[src/rtl/core/bkc_ram.sv]
// ----------------------------------------------------------------------------
// bkc_ram
// Generic single-port-write, single-read synchronous RAM, registered read.
// ----------------------------------------------------------------------------
module bkc_ram #(
   parameter int WIDTH = 16,
   parameter int DEPTH = 64
) (
   input  logic                     clock,
   input  logic                     wr_en,
   input  logic [$clog2(DEPTH)-1:0] wr_addr,
   input  logic [WIDTH-1:0]         wr_data,
   input  logic [$clog2(DEPTH)-1:0] rd_addr,
   output logic [WIDTH-1:0]         rd_data
);
   logic [WIDTH-1:0] mem [DEPTH];

   always_ff @(posedge clock) begin
      if (wr_en) begin
         mem[wr_addr] <= wr_data;
      end
      rd_data <= mem[rd_addr];
   end
endmodule

[config.mk]
export PLATFORM = sky130hd
export DESIGN_NAME = bkc_ram
export DESIGN_NICKNAME = d
export VERILOG_FILES = /design/src/rtl/core/bkc_ram.sv
export SDC_FILE = /design/constraint.sdc
export NUM_CORES = 1
export LEC_CHECK = 0
export BUFFER_PORTS_ARGS = -buffer_cell sky130_fd_sc_hd__buf_2
export CAP_MARGIN = 30
export CORE_ASPECT_RATIO = 0.5
export CORE_UTILIZATION = 25
export DETAILED_ROUTE_END_ITERATION = 10
export GPL_ROUTABILITY_DRIVEN = 0
export PLACE_DENSITY = 0.52
export SLEW_MARGIN = 20
export SYNTH_ARGS = -nofsm -noshare
export SYNTH_HDL_FRONTEND = slang
export SYNTH_SLANG_ARGS = --single-unit
export TNS_END_PERCENT = 100
[constraint.sdc]
create_clock -name clock -period 2.86 [get_ports clock]
set_input_delay 0.858 -clock clock [delete_from_list [all_inputs] [get_ports clock]]
set_output_delay 0.858 -clock clock [all_outputs]
set_load 0.02 [all_outputs]
==> results of run 1 <==
layout make-up:
type,count,area [um^2],share of cell area
Clock inverter,64,641.9,0.01316
Sequential cell,1040,31070,0.6369
Timing Repair Buffer,336,3374,0.06918
Clock buffer,128,2805,0.05751
Multi-Input combinational cell,685,8252,0.1692
Antenna cell,4,10.01,0.0002052
Tap cell,2100,2628,0.05386
per-stage QoR:
stage               hold WS, ns    util
global route             0.6809  0.3079
global placement         0.8834  0.2862
detailed placement       0.8715  0.2862
CTS                      0.6582  0.3079
floorplan                0.7503       -
finish                   0.6793  0.3080
power by group:
| part | internal [mW] | switching (mW) |
|---|---|---|
| clock network | 8.03 | 5.71 |
| registers | 16.9 | 0.0563 |
| logic | 0.790 | 1.11 |
per-layer routing:
metal | up-vias | wire, um | GRT usage
met5 | - | 0 | 0
met4 | 0 | 1873 | 0.02940
met3 | 129 | 4154 | 0.01439
met2 | 436 | 51590 | 0.2161
met1 | 10647 | 44440 | 0.1667
li1 | 8388 | - | -
state kept, by name (all words and copies together), names as in the netlist:
name and flops:
rd_data 16, mem 1024
logic make-up (layout without fill, tap and decap cells):
family | after synthesis | after routing | share of synthesized area
flip-flops | 1040 | 1040 | 0.7759
multiplexers | 336 | 336 | 0.1552
AND/OR/NAND/NOR | 220 | 220 | 0.02647
AO/OA/AOI/OAI | 129 | 129 | 0.02409
buffers and inverters | 104 | 528 | 0.01831
other | 0 | 4 | 0
critical path: stages:
cell     delay, ns
buf_8         0.17
buf_12        0.20
buf_12        0.17
buf_4         0.22
mux4_2        0.53
mux2_2        0.28
nand2_1       0.09
nand4_1       0.38
and4_1        0.30
worst paths after layout:
path | end | slack, ns | start
max | rd_data[5] | 0.18 | rd_addr[0]
min reg2reg | rd_data[15] | 0.90 | mem[40][15]
max reg2reg | rd_data[11] | 0.82 | mem[31][11]
min | mem[13][8] | 0.68 | wr_data[8]
cells in the final DEF (no fill, tap or decap), types with 3 or more instances in the layout:
cell type	synthesis	layout
nand2_1	59	59
a311oi_1	8	8
a22o_1	6	6
nor2b_1	30	30
nand2b_1	3	3
clkinv_2	0	25
nand3_1	24	24
mux2i_1	85	85
nor4_2	3	3
a211o_1	8	8
nor2_2	2	3
buf_4	13	216
a21oi_1	17	17
o21ai_0	5	5
edfxtp_1	1024	1024
buf_12	5	75
a31oi_1	8	8
bufinv_16	0	12
a211oi_1	8	8
a221o_1	6	6
clkinv_1	0	16
a41oi_1	5	5
and4_1	5	5
clkbuf_1	24	15
mux2_2	27	27
mux4_2	220	220
a22oi_1	39	39
a221oi_1	16	16
nand4_1	12	12
mux4_1	4	4
diode_2	0	4
dfxtp_1	16	16
clkinvlp_4	0	6
o21ai_1	3	3
clkbuf_8	0	7
nor2_1	72	71
clkbuf_16	0	106
buf_2	36	42
==> impl_metrics.env, run 1 <==
export IMPL_cts_max_path_buffers=3
export IMPL_final_nets=2196
export IMPL_synthToLayoutAreaGrowth_pct=21.82
export IMPL_grt_remaining_overflow=0
export IMPL_worstHoldPathType="input pin to flop"
export IMPL_cts_buffers_inserted=103
export IMPL_yosys_warnings=0
export IMPL_rsz0062_at_grt="no"
export IMPL_route_vias_total=19600
export IMPL_synth_nets=1859
export IMPL_arrival_ns=3.24
export IMPL_layout_cells_non_filler=4357
export IMPL_dieArea_um2=161900
export IMPL_cts_hold_buffers=0
export IMPL_clock_skew_final_ns=0.02566
export IMPL_yosysTopAreaCell="edfxtp_1"
export IMPL_crit_type="input pin to flop"
export IMPL_finalHoldViolCount=0
export IMPL_die_w_um=568.0
export IMPL_worstPathMaxFanout=12
export IMPL_vdd_drop_max_v=0.0004412
export IMPL_end_kind="flop"
export IMPL_cp_required_ns=3.41
export IMPL_antenna_found_initial=3
export IMPL_nFillCells=15117
export IMPL_post_cts_setup_buffers=0
export IMPL_post_drt_wl_per_cell_um=23.42
export IMPL_grt_pass1_wl_um=146900
export IMPL_async_flop_share=0
export IMPL_postSynthCellCount=1829
export IMPL_ant_nets=0
export IMPL_ys_ff_latch=1040
export IMPL_cts_resized=0
export IMPL_core_um2=158400
export IMPL_grtUsageTotal=0.1245
export IMPL_dr_pass1_iters=5
export IMPL_status="finished, final reports clean"
export IMPL_p_leak_nw=15.54
export IMPL_synth_area_um2=40040
export IMPL_synthTopCellsByArea="edfxtp_1 77%, mux4_2 12%, mux2i_1 2.1%"
export IMPL_stdcell_area_um2=48780
export IMPL_start_util=0.2528
export IMPL_root_buffer="clkbuf_16"
export IMPL_drt_iter0_drc=1694
export IMPL_finalCritPeriodShare=0.9388
export IMPL_hold_depth=2
export IMPL_placed_area_um2=45320
export IMPL_synth_edf_count=1024
export IMPL_clock_sinks=1040
export IMPL_dp_cells=4161
export IMPL_vias_per_cell=4.499
export IMPL_cp_start_kind="input pin"
export IMPL_drt_total_wl_um=102100
export IMPL_cts_clk_slew_worst_paths_ns=0.06
export IMPL_cts_tree="yes"
export IMPL_dp_slack_ns=-0.5581
export IMPL_insertion_delay_ns=0.67
export IMPL_grt_pass1_vias=20201
export IMPL_synth_commonest_cells="1,024 x edfxtp_1, 220 x mux4_2, 85 x mux2i_1"
export IMPL_slew_headroom=0.4002
export IMPL_die_h_um=285.0
export IMPL_worst_pin_slew_ns=0.8904
export IMPL_synthDistinctLibCells=43
export IMPL_htreeDepth=3
export IMPL_power_density_nw_per_um2=667.6
export IMPL_drcViolationCount=0
export IMPL_num_rows=103
export IMPL_max_freq_ghz=0.3724
export IMPL_fin_tns_setup_ns=0
export IMPL_boundaryPins=46
export IMPL_yosysSeqAreaShare=0.7759
export IMPL_synth_most_common_cell="edfxtp_1"
export IMPL_total_power_mw=32.57
export IMPL_setup_ws_ns=0.1750
export IMPL_grt_max_degree=65
export IMPL_r2r_cells=7
export IMPL_dp_hpwl_um=65280
export IMPL_synth_top_area_frac=0.7679
export IMPL_syn_avg_cell_area_um2=21.89
export IMPL_port_buffer_count=45
export IMPL_ys_flop_type="edfxtp_1"
export IMPL_min_period_ns=2.685
export IMPL_slew_viol_final=0
export IMPL_drv_cap=0
export IMPL_finalSetupViolCount=0
export IMPL_drive_gt1_frac=0.3347
Power figures use the tool's default switching activity.
==> inputs of run 2 (changes only) <==
CORE_ASPECT_RATIO = 1.2   (was 0.5)
CORE_UTILIZATION = 50   (was 25)
PLACE_DENSITY = 0.77   (was 0.52)
clock period = 3.11 ns   (was 2.86 ns; I/O delays follow)
==> impl_metrics.env, run 2 (synthesis results as in run 1) <==
export IMPL_clock_sinks=1040
export IMPL_worstPathMaxFanout=43
export IMPL_crit_buf_inv=3
export IMPL_grt_pass1_vias=20583
export IMPL_cp_start_kind="input pin"
export IMPL_clock_skew_final_ns=0.03065
export IMPL_multi_input_area_um2=8249
export IMPL_cts_tree="yes"
export IMPL_start_util=0.5057
export IMPL_seqCellArea_um2=31070
export IMPL_final_common_cell="edfxtp_1"
export IMPL_final_nets=2112
export IMPL_path_cells="buf_6 -> buf_4 -> buf_4 -> mux4_2 -> mux2_2 -> nand2_1 -> nand4_1 -> and4_1"
export IMPL_cp_required_ns=3.65
export IMPL_min_period_ns=2.536
export IMPL_antenna_found_initial=4
export IMPL_die_w_um=260.3
export IMPL_rsz0062_at_grt="no"
export IMPL_largest_reg_flops=1024
export IMPL_cpMostUsedCell="buf_4"
export IMPL_dp_slack_ns=-0.1403
export IMPL_dp_hpwl_um=58040
export IMPL_end_kind="flop"
export IMPL_port_buffer_count=45
export IMPL_drive_gt1_frac=0.3006
export IMPL_dr_pass1_iters=6
export IMPL_cts_clk_slew_worst_paths_ns=0.07
export IMPL_cts_max_path_buffers=3
export IMPL_crit_type="input pin to flop"
export IMPL_drt_iter0_drc=2597
export IMPL_setup_ws_ns=0.5735
export IMPL_most_common_layout_cells="1,024 x edfxtp_1, 220 x mux4_2, 195 x buf_4"
export IMPL_vdd_drop_max_v=0.0004418
export IMPL_nFillCells=5479
export IMPL_stdcell_area_um2=45800
export IMPL_arrival_ns=3.07
export IMPL_route_vias_total=20154
export IMPL_cts_buffers_inserted=91
export IMPL_dp_cells=3024
export IMPL_worst_pin_slew_ns=0.9524
export IMPL_post_cts_setup_buffers=0
export IMPL_grt_remaining_overflow=0
export IMPL_post_drt_wl_per_cell_um=29.80
export IMPL_root_buffer="clkbuf_16"
export IMPL_boundaryPins=46
export IMPL_drcViolationCount=0
export IMPL_fin_util=0.5784
export IMPL_slew_headroom=0.3651
export IMPL_critPathTopFamily="buffers and inverters"
export IMPL_r2r_slack_ns=1.08
export IMPL_max_flop_register="mem"
export IMPL_worstHoldPathType="input pin to flop"
export IMPL_grtUsageTotal=0.2386
export IMPL_power_density_nw_per_um2=622.2
export IMPL_finalCritPeriodShare=0.8156
export IMPL_finalSetupViolCount=0
export IMPL_cts_hold_buffers=0
export IMPL_core_um2=79180
export IMPL_p_leak_nw=14.76
export IMPL_slew_viol_final=0
export IMPL_drt_total_wl_um=95260
export IMPL_cts_resized=0
export IMPL_grt_max_degree=65
export IMPL_htreeDepth=3
export IMPL_die_h_um=312
export IMPL_slowest_stage="buf_6"
export IMPL_placed_area_um2=42820
export IMPL_grt_pass1_wl_um=138500
export IMPL_finalHoldViolCount=0
export IMPL_vias_per_cell=6.304
export IMPL_max_freq_ghz=0.3942
export IMPL_synthToLayoutAreaGrowth_pct=14.38
export IMPL_hold_worst_slack_ns=0.7908
export IMPL_num_rows=113
export IMPL_dieArea_um2=81220
export IMPL_largestRegisters="mem x1024, rd_data x16"
export IMPL_drv_cap=0
export IMPL_insertion_delay_ns=0.68
export IMPL_status="finished, final reports clean"
export IMPL_critPathMaxStageDelay_ns=0.43
export IMPL_layout_cells_non_filler=3197
export IMPL_ant_nets=0
run 2: cell types whose count changed in the layout (fill, tap and decap cells not counted), moves of 6 or more:
cell	delta
buf_12	-50
buf_4	-21
clkbuf_16	-13
clkinv_2	-13
clkbuf_1	+8
clkbuf_8	-6
run 2: worst paths after layout:
path                                     to        start  cells after the start
worst max register to register   rd_data[0]    mem[5][0]                      5
worst min-delay path            mem[48][15]   wr_addr[1]                      2
worst max-delay path             rd_data[5]   rd_addr[1]                      8
worst min register to register  rd_data[10]  mem[18][10]                      4
run 2: worst register-to-register path, delay by kind of cell, from the launching register on:
family | cells | cell delay, ns
AO/OA/AOI/OAI | 3 | 0.76
flip-flops | 1 | 0.37
multiplexers | 2 | 0.77
run 2: report_power, final:
part	leakage [nW]	total (mW)	internal [mW]	switching, mW
Clock	1.43	11.3	6.36	4.97
Combinational	3.98	1.60	0.621	0.977
Sequential	9.35	15.6	15.5	0.0639
Total	14.8	28.5	22.5	6.01
run 2: routing by layer:
layer  vias to the layer above  wire, um  GRT usage
met3                       238      9258    0.03852
met5                         -        44          0
li1                       8186         -          -
met2                      1262     47050     0.3911
met4                         6      5081     0.1235
met1                     10462     33820     0.3093
run 2: per-stage QoR:
| step | total power [mW] | setup TNS (ns) |
|---|---|---|
| 2_1_floorplan | 16.68 | 0 |
| 3_3_place_gp | 17.40 | -0.1929 |
| 3_5_place_dp | 17.45 | -0.2646 |
| 4_1_cts | 28.60 | 0 |
| 5_1_grt | 29.16 | 0 |
| 6_report | 28.49 | 0 |
run 2: layout make-up:
class	instances	share of cell area
repair buffers	264	0.04825
well taps	1035	0.02828
flip-flops and latches	1040	0.6784
diodes	3	0.0001639
clock inverters	54	0.01210
multi-input cells	685	0.1801
clock buffers	116	0.05270
